## config.mk

```make
export PLATFORM = sky130hd
export DESIGN_NAME = ffpa_ctrl
export DESIGN_NICKNAME = d
export VERILOG_FILES = /design/src/ffpa_pkg.sv /design/src/ffpa_ctrl.sv
export VERILOG_INCLUDE_DIRS = /design/src /design/src/src
export SDC_FILE = /design/constraint.sdc
export NUM_CORES = 1
export LEC_CHECK = 0
export BUFFER_PORTS_ARGS = -buffer_cell sky130_fd_sc_hd__clkbuf_2
export CAP_MARGIN = 40
export CELL_PAD_IN_SITES_DETAIL_PLACEMENT = 0
export CELL_PAD_IN_SITES_GLOBAL_PLACEMENT = 1
export CORE_MARGIN = 5
export CORE_UTILIZATION = 25
export DETAILED_ROUTE_END_ITERATION = 12
export PLACE_DENSITY_LB_ADDON = 0.1
export SLEW_MARGIN = 0
export SYNTH_ARGS = -nofsm -noshare
export SYNTH_HDL_FRONTEND = slang
export SYNTH_SLANG_ARGS = --single-unit
```

## constraint.sdc

```tcl
create_clock -name i_clk -period 3.6 [get_ports i_clk]
set_clock_uncertainty 0.1 [all_clocks]
set_input_delay 0.72 -clock i_clk [delete_from_list [all_inputs] [get_ports i_clk]]
set_output_delay 0.72 -clock i_clk [all_outputs]
set_load 0.02 [all_outputs]
```

## src/assert_macros.svh

```systemverilog
// -----------------------------------------------------------------------------
// assert_macros.svh
// Concurrent assertion macros shared by the allocator modules.
// -----------------------------------------------------------------------------
`ifndef ASSERT_MACROS_SVH
`define ASSERT_MACROS_SVH

`ifndef SYNTH
// property must hold at every clock edge out of reset
`define FFPA_ASSERT(label, prop, msg) \
    label: assert property (@(posedge i_clk) disable iff (!i_rst_n) (prop)) else $error(msg);
// condition must never be seen out of reset
`define FFPA_NEVER(label, cond, msg) \
    label: assert property (@(posedge i_clk) disable iff (!i_rst_n) !(cond)) else $error(msg);
`else
`define FFPA_ASSERT(label, prop, msg)
`define FFPA_NEVER(label, cond, msg)
`endif

`endif

```

## src/ffpa_pkg.sv

```systemverilog
// -----------------------------------------------------------------------------
// ffpa_pkg
// Codes and controller/datapath interface types of the first-fit allocator.
// -----------------------------------------------------------------------------
package ffpa_pkg;

    localparam logic       OP_ALLOC = 1'b0;
    localparam logic       OP_FREE  = 1'b1;

    localparam logic [1:0] ST_OK      = 2'd0;
    localparam logic [1:0] ST_INVALID = 2'd1;
    localparam logic [1:0] ST_NOMEM   = 2'd2;

    localparam logic       CFG_POOL_BYTES = 1'b0;
    localparam logic       CFG_ALIGN_LOG2 = 1'b1;

    typedef enum logic [7:0] {
        S_IDLE = 8'b0000_0001,
        S_GETH = 8'b0000_0010,
        S_CHK  = 8'b0000_0100,
        S_GETN = 8'b0000_1000,
        S_DEC  = 8'b0001_0000,
        S_WRH  = 8'b0010_0000,
        S_RESP = 8'b0100_0000,
        S_SPARE = 8'b1000_0000
    } t_state;

    typedef struct packed {
        logic accept;
        logic init;
        logic load_h;
        logic rd_next;
        logic merge;
        logic step;
        logic take;
        logic free_mark;
        logic wr_h;
        logic res_inv;
        logic res_oom;
        logic load_out;
    } t_cmd;

    typedef struct packed {
        logic init_pend;
        logic is_free;
        logic bad;
        logic walk_more;
        logic n_free;
        logic fit;
        logic has_next;
        logic at_target;
    } t_stat;

endpackage

```

## src/ffpa_ctrl.sv

```systemverilog
// -----------------------------------------------------------------------------
// ffpa_ctrl
// Allocator controller: sequences header reads, merges, splits and writes.
// -----------------------------------------------------------------------------
`include "assert_macros.svh"

module ffpa_ctrl import ffpa_pkg::*; (
    input  logic  i_clk,
    input  logic  i_rst_n,
    input  logic  i_valid,
    output logic  o_ready,
    output logic  o_valid,
    input  logic  i_ready,
    input  t_stat i_stat,
    output t_cmd  o_cmd
);

    t_state r_state, n_state;
    logic   r_ovalid, n_ovalid;

    always_comb begin
        n_state  = r_state;
        o_cmd    = '0;
        o_ready  = 1'b0;
        n_ovalid = r_ovalid && !i_ready;
        unique case (r_state)
            S_IDLE: begin
                if (i_stat.init_pend) begin
                    o_cmd.init = 1'b1;
                end else begin
                    o_ready = 1'b1;
                    if (i_valid) begin
                        o_cmd.accept = 1'b1;
                        n_state      = i_stat.bad ? S_RESP : S_GETH;
                    end
                end
            end
            S_GETH: begin
                o_cmd.load_h = 1'b1;
                n_state      = S_CHK;
            end
            S_CHK: begin
                if (!i_stat.is_free) begin
                    if (i_stat.walk_more) begin
                        o_cmd.rd_next = 1'b1;
                        n_state       = S_GETN;
                    end else begin
                        n_state = S_DEC;
                    end
                end else if (i_stat.at_target) begin
                    o_cmd.free_mark = 1'b1;
                    if (i_stat.has_next) begin
                        o_cmd.rd_next = 1'b1;
                        n_state       = S_GETN;
                    end else begin
                        n_state = S_WRH;
                    end
                end else if (i_stat.has_next) begin
                    o_cmd.step = 1'b1;
                    n_state    = S_GETH;
                end else begin
                    o_cmd.res_inv = 1'b1;
                    n_state       = S_RESP;
                end
            end
            S_GETN: begin
                o_cmd.merge = 1'b1;
                if (i_stat.is_free) begin
                    n_state = S_WRH;
                end else if (i_stat.n_free) begin
                    n_state = S_CHK;
                end else begin
                    n_state = S_DEC;
                end
            end
            S_DEC: begin
                if (i_stat.fit) begin
                    o_cmd.take = 1'b1;
                    n_state    = S_WRH;
                end else if (i_stat.has_next) begin
                    o_cmd.step = 1'b1;
                    n_state    = S_GETH;
                end else begin
                    // keep any merges made on the last block
                    o_cmd.wr_h    = 1'b1;
                    o_cmd.res_oom = 1'b1;
                    n_state       = S_RESP;
                end
            end
            S_WRH: begin
                o_cmd.wr_h = 1'b1;
                n_state    = S_RESP;
            end
            S_RESP: begin
                if (!r_ovalid || i_ready) begin
                    o_cmd.load_out = 1'b1;
                    n_ovalid       = 1'b1;
                    n_state        = S_IDLE;
                end
            end
            default: begin
                n_state = S_IDLE;
            end
        endcase
    end

    always_ff @(posedge i_clk) begin
        if (!i_rst_n) begin
            r_state  <= S_IDLE;
            r_ovalid <= 1'b0;
        end else begin
            r_state  <= n_state;
            r_ovalid <= n_ovalid;
        end
    end

    assign o_valid = r_ovalid;

    `FFPA_ASSERT(a_accept_leaves_idle, (i_valid && o_ready) |=> (r_state != S_IDLE), "accepted transaction left controller idle")
    `FFPA_ASSERT(a_resp_waits, (r_state == S_RESP && r_ovalid && !i_ready) |=> (r_state == S_RESP && r_ovalid), "result overwrote a pending transaction")
    `FFPA_NEVER(a_ready_busy, o_ready && (r_state != S_IDLE), "ready raised while busy")

endmodule

```

==> impl_metrics.toml, run 1 <==
[status]
status = "finished clean"

[placed_design]
dpl.hpwl_um = 1456
place_area_sq_um = 772.0
routabilityCongestion = 0.7301
io_buffers = 25

[cts]
insertion_delay_ns = 0.24
cts_tree = "done"
cts.sinks = 8
cts.htree.levels = 1
postCtsSetupBuffers = 0
ctsHoldBuffers = 0
cts_resized = 0
cts_made_buffers = 3
clockBufferDepth = 2
cts_root_buf = "clkbuf_4"
path_clk_slew_ns = 0.05

[setup_path]
cp-endpoint = "o_cmd[3]"
critPathLaunch = "i_stat[1]"
worst-path-stages = 4
reg2reg_from = "r_state[4]"
reg2reg_slack_ns = 1.70
cp_slowest_cell = "or4b_4"
crit_arrival_ns = 1.94
worst_r2r_path_depth = 4
crit_buf_inv = 2
crit_chain = "clkbuf_2, or4b_4, a2111oi_4, clkbuf_2"
cp.required_ns = 2.78
path_delay_family = "simple AND/OR/NAND/NOR gates"
crit_top_cell = "clkbuf_2"
worstSetupPathType = "in -> out"
end_kind = "output pin"
critical_path.max_stage_delay_ns = 0.54
crit_path_max_fanout = 7
startpoint_type = "primary input"
r2r_end = "r_state[6]"

[final_layout]
final_common_cell = "clkbuf_2"
fin_nets = 115
drive_gt1_frac = 0.3366
area_delta_synth_final_pct = 24.75
final_cell_mix = "clkbuf_2 (25), nor2_1 (9), dfxtp_1 (8), inv_1 (6), nor2b_1 (5)"
antenna_cells = 0
final_cell_area_sq_um = 794.5

[global_route]
grt_max_degree = 10
grt_util_all_layers = 0.1081
grt_pass1_wl_um = 2980
grt_pass1_vias = 650
global_route.overflow_total = 0
antenna_found_initial = 0

[drt]
finalWirelength_um = 1736
drtAntennaViolNets = 0
dr.pass1.iters = 5
drcViolationCount = 0
num_vias = 651
routedWlPerCell_um = 13.25
via_per_inst = 4.969
drt_iter0_markers = 12

[die]
start_util = 0.2594
die_x_um = 60.47
ioPinCount = 26
fp.dieArea_sq_um = 3657
core_region_area_sq_um = 2455
rows = 18
die_h_um = 60.47

[yosys]
synth-seq-area-share = 0.2515
synth_area_per_cell_sq_um = 8.165
synth_area_leaders = "dfxtp_1 (25%), nor4_2 (5.9%), nor2_1 (5.3%)"
syn-num-nets = 90
synth_edf_count = 0
async_flop_share = 0
synth-seq-cells = 8
yosys.area.top_type = "dfxtp_1"
ys_types = 33
syn_inst = 78
synth_ff_type = "dfxtp_1"
yosysWarnings = 0
syn-cell-area_sq_um = 636.9
synth_top_area_share = 0.2515

[min_path]
hp-class = "reg -> reg"
holdPathStages = 2

[timing]
finalHoldViolCount = 0
rsz0062_at_grt = "no"
tightest_slew_ns = 0.4961
clock.fmax_mhz = 362.6
fin_tns_setup_ns = 0
period_needed_ns = 2.758
post-route-period-util = 0.7660
finalMaxSlewViolations = 0
finalSetupViolCount = 0
hold_ws_ns = 0.5869
relSlewSlack = 0.6665

[power]
p_leak_nw = 0.3482
p_per_area_nw_per_um2 = 356.0
power.total_w = 0.0002828
ir_drop_uv = 242.6

[flow_run]
cap_violations = 0
==> worst min path at each step <==
stage,startpoint,end
6_report,r_state[6],o_valid
5_1_grt,i_rst_n,r_state[0]
4_1_cts,r_state[6],o_valid
3_5_place_dp,r_state[6],o_valid
3_3_place_gp,r_state[6],o_valid
2_1_floorplan,r_state[6],o_valid
==> synth_stat cells (2+ instances only) <==
cell type  count
dfxtp_1        8
or3_1          2
xnor2_1        3
nor2_1         9
a31oi_1        2
nor4_1         2
clkbuf_1       3
nor2b_1        5
nor4_2         3
inv_1          6
nand4_1        2
nor3b_1        4
nand2_1        2
and2_1         2
nand3_1        4
and3_1         3
a21boi_1       2
==> logic make-up (layout without fill, tap and decap cells) <==
kind of cell / after synthesis / after routing / synth area share
AO/OA/AOI/OAI: 14 / 14 / 0.1984
XOR/XNOR: 3 / 3 / 0.04126
AND/OR/NAND/NOR: 42 / 42 / 0.4303
buffers and inverters: 11 / 34 / 0.07857
flip-flops: 8 / 8 / 0.2515
==> power breakdown <==
| group | internal, W | switching (W) |
|---|---|---|
| combinational | 0.0000440 | 0.0000598 |
| sequential | 0.0000959 | 0.0000189 |
| clock | 0.0000379 | 0.0000264 |
==> final cells by class <==
| type | instances | area (sq um) |
|---|---|---|
| clock buffer | 3 | 22.52 |
| sequential | 8 | 160.2 |
| multi-input combinational | 59 | 426.7 |
| inverter | 6 | 22.52 |
| fill | 275 | 1660 |
| timing repair buffer | 25 | 125.1 |
| tap | 30 | 37.54 |
==> layer usage <==
layer,wire (um),track usage
met5,0,0
met4,8,0.009288
met2,828,0.1806
met1,799,0.1392
met3,100,0.04043
==> tightest hold or removal path: stages (launching register included) <==
cell     delay, ns
dfxtp_1       0.40
a31oi_1       0.18
nor2b_1       0.06
==> flip-flops by register name, indices dropped and copies added, names as in the netlist <==
register and cells:
o_valid 1, r_state 7
==> per-stage QoR <==
stage / utilization / setup WS [ns] / std cells
floorplan: - / 1.089 / 78
global placement: 0.3145 / 0.8509 / 128
detailed placement: 0.3145 / 0.8273 / 128
CTS: 0.3236 / 0.8283 / 131
global route: 0.3236 / 0.7745 / 131
finish: 0.3236 / 0.8425 / 131
Note: power is estimated with default switching activity, not from simulation.
==> run 2: changes to the inputs <==
clock period = 2.6 ns   (was 3.6 ns; I/O delays follow)
==> run 2 against run 1 <==
Non-clock buffer count rose by 2; global-route usage is 0.36 points higher; power is 42% higher; clock power rose by 43%; final area grew 1.9%; setup slack got worse by 0.68 ns; sequential share of layout area fell by 0.37 points; die area unchanged; wire length up 5.2%; highest routed layer unchanged.
==> impl_metrics.toml, run 2 (synthesis gave the netlist of run 1 again) <==
[status]
status = "finished clean"

[global_route]
grt_max_degree = 10
global_route.overflow_total = 0
antenna_found_initial = 0
grt_pass1_wl_um = 3077
grt_util_all_layers = 0.1117
grt_pass1_vias = 708

[placed_design]
io_buffers = 25
routabilityCongestion = 0.7457
numPlacedInstances = 130
dpl.hpwl_um = 1489
place_ws_ns = 0.2416

[final_layout]
fin_cells = 133
seq_area_sq_um = 160.2
final_common_cell = "clkbuf_2"
finalCoreUtilization = 0.3298
top_register = "r_state"
largest_reg_flops = 7
area_delta_synth_final_pct = 27.11
antenna_cells = 0
final_cell_mix = "clkbuf_2 (25), nor2_1 (9), dfxtp_1 (8), inv_1 (6), nor2b_1 (5)"
multiInputGateArea_sq_um = 426.7
drive_gt1_frac = 0.3495
fin_nets = 117
fill_cells = 271

[timing]
finalHoldViolCount = 0
finalSetupViolCount = 0
fin_tns_setup_ns = 0
rsz0062_at_grt = "no"
period_needed_ns = 2.435
finalMaxSlewViolations = 0
clock.fmax_mhz = 410.7
relSlewSlack = 0.6290
post-route-period-util = 0.9364
tightest_slew_ns = 0.5519
fin_ws_ns = 0.1652

[setup_path]
critical_path.max_stage_delay_ns = 0.55
crit_arrival_ns = 1.81
crit_path_max_fanout = 8
reg2reg_slack_ns = 0.73
crit_chain = "nor4_2, nand4_1, a21boi_1, clkbuf_2"
end_kind = "output pin"
cp-endpoint = "o_cmd[6]"
reg2reg_from = "r_state[5]"
critPathLaunch = "r_state[5]"
startpoint_type = "register"
r2r_end = "r_state[6]"
cp_slowest_cell = "nor4_2"
worstSetupPathType = "reg -> out"
worst_r2r_path_depth = 4
cp.required_ns = 1.98

[drt]
drt_iter0_markers = 9
wl_met3_um = 95
wl_met2_um = 882
finalWirelength_um = 1826
drtAntennaViolNets = 0
routedWlPerCell_um = 13.73
via_per_inst = 4.940
wl_met1_um = 840
drcViolationCount = 0
dr.pass1.iters = 3
num_vias = 657
top_layer_used = "met4"

[die]
rows = 18
fp.dieArea_sq_um = 3657
die_h_um = 60.47
die_x_um = 60.47
start_util = 0.2594
ioPinCount = 26
core_region_area_sq_um = 2455

[cts]
path_clk_slew_ns = 0.05
insertion_delay_ns = 0.25
cts_resized = 0
postCtsSetupBuffers = 0
ctsHoldBuffers = 0
cts_tree = "done"
clockBufferDepth = 2
cts.htree.levels = 1
cts_root_buf = "clkbuf_4"
cts_made_buffers = 3
cts.sinks = 8

[power]
ir_drop_uv = 231.4
p_per_area_nw_per_um2 = 495.6
p_leak_nw = 0.3590

[min_path]
hp-class = "in -> reg"

[flow_run]
cap_violations = 0
==> run 2: cell count changes in the layout (fill, tap and decap cells not counted) <==
cell / delta
buf_4: +2
==> run 2: worst min path at each step <==
stage / endpoint / cells after the start / slack, ns / from
after floorplan: r_state[0] / 1 / 0.50 / i_rst_n
after global placement: o_valid / 2 / 0.59 / r_state[6]
after detailed placement: o_valid / 2 / 0.58 / r_state[6]
after CTS: r_state[0] / 2 / 0.46 / i_rst_n
after global routing: r_state[0] / 2 / 0.46 / i_rst_n
final: r_state[0] / 2 / 0.45 / i_rst_n
==> run 2: stage by stage <==
stage | cell area, sq um | total power, W | hold WS, ns
after floorplan | 636.9 | 0.0002601 | 0.5000
after global placement | 787.0 | 0.0003156 | 0.5868
after detailed placement | 787.0 | 0.0003143 | 0.5778
after CTS | 809.5 | 0.0004091 | 0.4551
after global routing | 809.5 | 0.0004342 | 0.4641
final | 809.5 | 0.0004012 | 0.4512
==> run 2: layout make-up <==
type / count / share of cell area
clock buffers: 3 / 0.02782
well taps: 30 / 0.04637
flip-flops and latches: 8 / 0.1978
multi-input cells: 59 / 0.5270
inverters: 6 / 0.02782
repair buffers: 27 / 0.1731
==> run 2: where the power goes <==
part,internal [W],switching [W]
Sequential,0.000133,0.0000257
Clock,0.0000526,0.0000391
Combinational,0.0000659,0.0000853
==> run 2: per-layer routing <==
metal	global-route usage	vias up
met5	0	-
met4	0.02786	0
met3	0.02553	2
met2	0.1914	14
met1	0.1421	303
li1	-	338
==> run 2: critical path: cells and delay by family (launching register included) <==
kind	cells	cell delay, ns
AO/OA/AOI/OAI	1	0.23
flip-flops	1	0.39
AND/OR/NAND/NOR	2	0.72
buffers and inverters	1	0.21
==> run 3: changes to the inputs <==
HOLD_SLACK_MARGIN = 0.12   (was not set)
clock period = 2.75 ns   (was 2.6 ns; I/O delays follow)
==> run 3 against run 2 <==
Register-to-register slack better by 0.11 ns; via count decreased by 1.1%; critical endpoint is now o_cmd[1]; critical path type unchanged; non-clock buffer count decreased by 2; sequential power shrank 5%; sequential share of layout area rose by 0.37 points; die area unchanged; setup slack gained 0.11 ns; highest routed layer unchanged; clock power down 7.9%; cell count shrank 1.5%; global-route usage down 0.70 points; worst hold slack better by 0.024 ns; first-iteration DRC count up 67%.
==> impl_metrics.toml, run 3 (synthesis gave the netlist of run 1 again) <==
[setup_path]
startpoint_type = "register"
end_kind = "output pin"
cp_slowest_cell = "nor4_2"
crit_path_max_fanout = 8
cp.required_ns = 2.10
crit_arrival_ns = 1.82
worstSetupPathType = "reg -> out"
crit_chain = "nor4_2, and3_1, nor3b_1, clkbuf_2"
critical_path.max_stage_delay_ns = 0.53

[final_layout]
largest_reg_flops = 7
final_cell_mix = "clkbuf_2 (25), nor2_1 (9), dfxtp_1 (8), inv_1 (6), nor2b_1 (5)"
final_common_cell = "clkbuf_2"
fin_nets = 115
area_delta_synth_final_pct = 24.75
antenna_cells = 0
top_register = "r_state"
drive_gt1_frac = 0.3366
fin_cells = 131

[cts]
clockBufferDepth = 2
cts_resized = 0
path_clk_slew_ns = 0.05
postCtsSetupBuffers = 0
cts_tree = "done"
cts.sinks = 8
cts_root_buf = "clkbuf_4"
ctsHoldBuffers = 0
cts.htree.levels = 1
insertion_delay_ns = 0.24
cts_made_buffers = 3

[timing]
finalSetupViolCount = 0
period_needed_ns = 2.471
post-route-period-util = 0.8986
rsz0062_at_grt = "no"
relSlewSlack = 0.6516
clock.fmax_mhz = 404.7
finalMaxSlewViolations = 0
fin_tns_setup_ns = 0
finalHoldViolCount = 0
tightest_slew_ns = 0.5183

[die]
ioPinCount = 26
core_region_area_sq_um = 2455
die_x_um = 60.47
fp.dieArea_sq_um = 3657
start_util = 0.2594
rows = 18
die_h_um = 60.47

[global_route]
antenna_found_initial = 0
grt_max_degree = 10
grt_pass1_vias = 604
global_route.overflow_total = 0
grt_util_all_layers = 0.1047
grt_pass1_wl_um = 2829

[drt]
drtAntennaViolNets = 0
dr.pass1.iters = 4
drcViolationCount = 0
drt_iter0_markers = 15
num_vias = 650
routedWlPerCell_um = 13.37
finalWirelength_um = 1752
via_per_inst = 4.962

[power]
switching_share = 0.3742
power_frac_comb = 0.370
p_sw_w = 0.0001391
p_per_area_nw_per_um2 = 468.0
pwr-share-seq = 0.403
clkPwrFrac = 0.227
ir_drop_uv = 222.0
p_leak_nw = 0.3482
internal_power_w = 0.0002327

[placed_design]
io_buffers = 25
routabilityCongestion = 0.7263
numPlacedInstances = 128
dpl.hpwl_um = 1446

[flow_run]
cap_violations = 0

[min_path]
hp-class = "in -> reg"

[status]
status = "finished clean"
-- run 3: cell count changes in the layout (fill, tap and decap cells not counted) --
| cell | change |
|---|---|
| buf_4 | -2 |
-- run 3: power groups by stage --
stage,Sequential (W),Combinational [W],Clock [W]
final,0.000150,0.000137,0.0000845
after global routing,0.000152,0.000154,0.0000970
after CTS,0.000150,0.000140,0.0000899
after detailed placement,0.000153,0.000139,0
after global placement,0.000153,0.000139,0
after floorplan,0.000134,0.000111,0
-- run 3: metal layers --
layer | GRT usage | wire length, um | vias to the layer above
li1 | - | - | 333
met1 | 0.1344 | 801 | 301
met2 | 0.1713 | 845 | 14
met3 | 0.03191 | 96 | 2
met4 | 0.02786 | 8 | 0
met5 | 0 | 0 | -
-- run 3: worst paths after layout --
kind / startpoint / endpoint / slack, ns / depth (start not counted)
max: r_state[5] / o_cmd[1] / 0.28 / 4
min: i_rst_n / r_state[0] / 0.48 / 2
max reg2reg: r_state[4] / r_state[6] / 0.84 / 4
min reg2reg: r_state[6] / o_valid / 0.58 / 2
-- run 3: cell type report --
class                           count  area (sq um)
Clock buffer                        3         22.52
Fill cell                         277          1660
Tap cell                           30         37.54
Timing Repair Buffer               25         125.1
Sequential cell                     8         160.2
Inverter                            6         22.52
Multi-Input combinational cell     59         426.7
-- run 3: worst max-delay path: cells and delay by family, from the launching register on --
kind | cells | cell delay, ns
buf+inv | 1 | 0.19
simple gates | 3 | 0.98
flops | 1 | 0.40
-- run 3: per-stage QoR --
| stage | cell area [sq um] | setup WS (ns) | total power [W] | hold slack, ns | utilization |
|---|---|---|---|---|---|
| 6_report | 794.5 | 0.2789 | 0.0003718 | 0.4756 | 0.3236 |
| 5_1_grt | 794.5 | 0.08256 | 0.0004031 | 0.5112 | 0.3236 |
| 4_1_cts | 794.5 | 0.2251 | 0.0003797 | 0.4690 | 0.3236 |
| 3_5_place_dp | 772.0 | 0.3126 | 0.0002921 | 0.5655 | 0.3145 |
| 3_3_place_gp | 772.0 | 0.3418 | 0.0002920 | 0.5851 | 0.3145 |
| 2_1_floorplan | 636.9 | 0.4499 | 0.0002459 | 0.5300 | - |
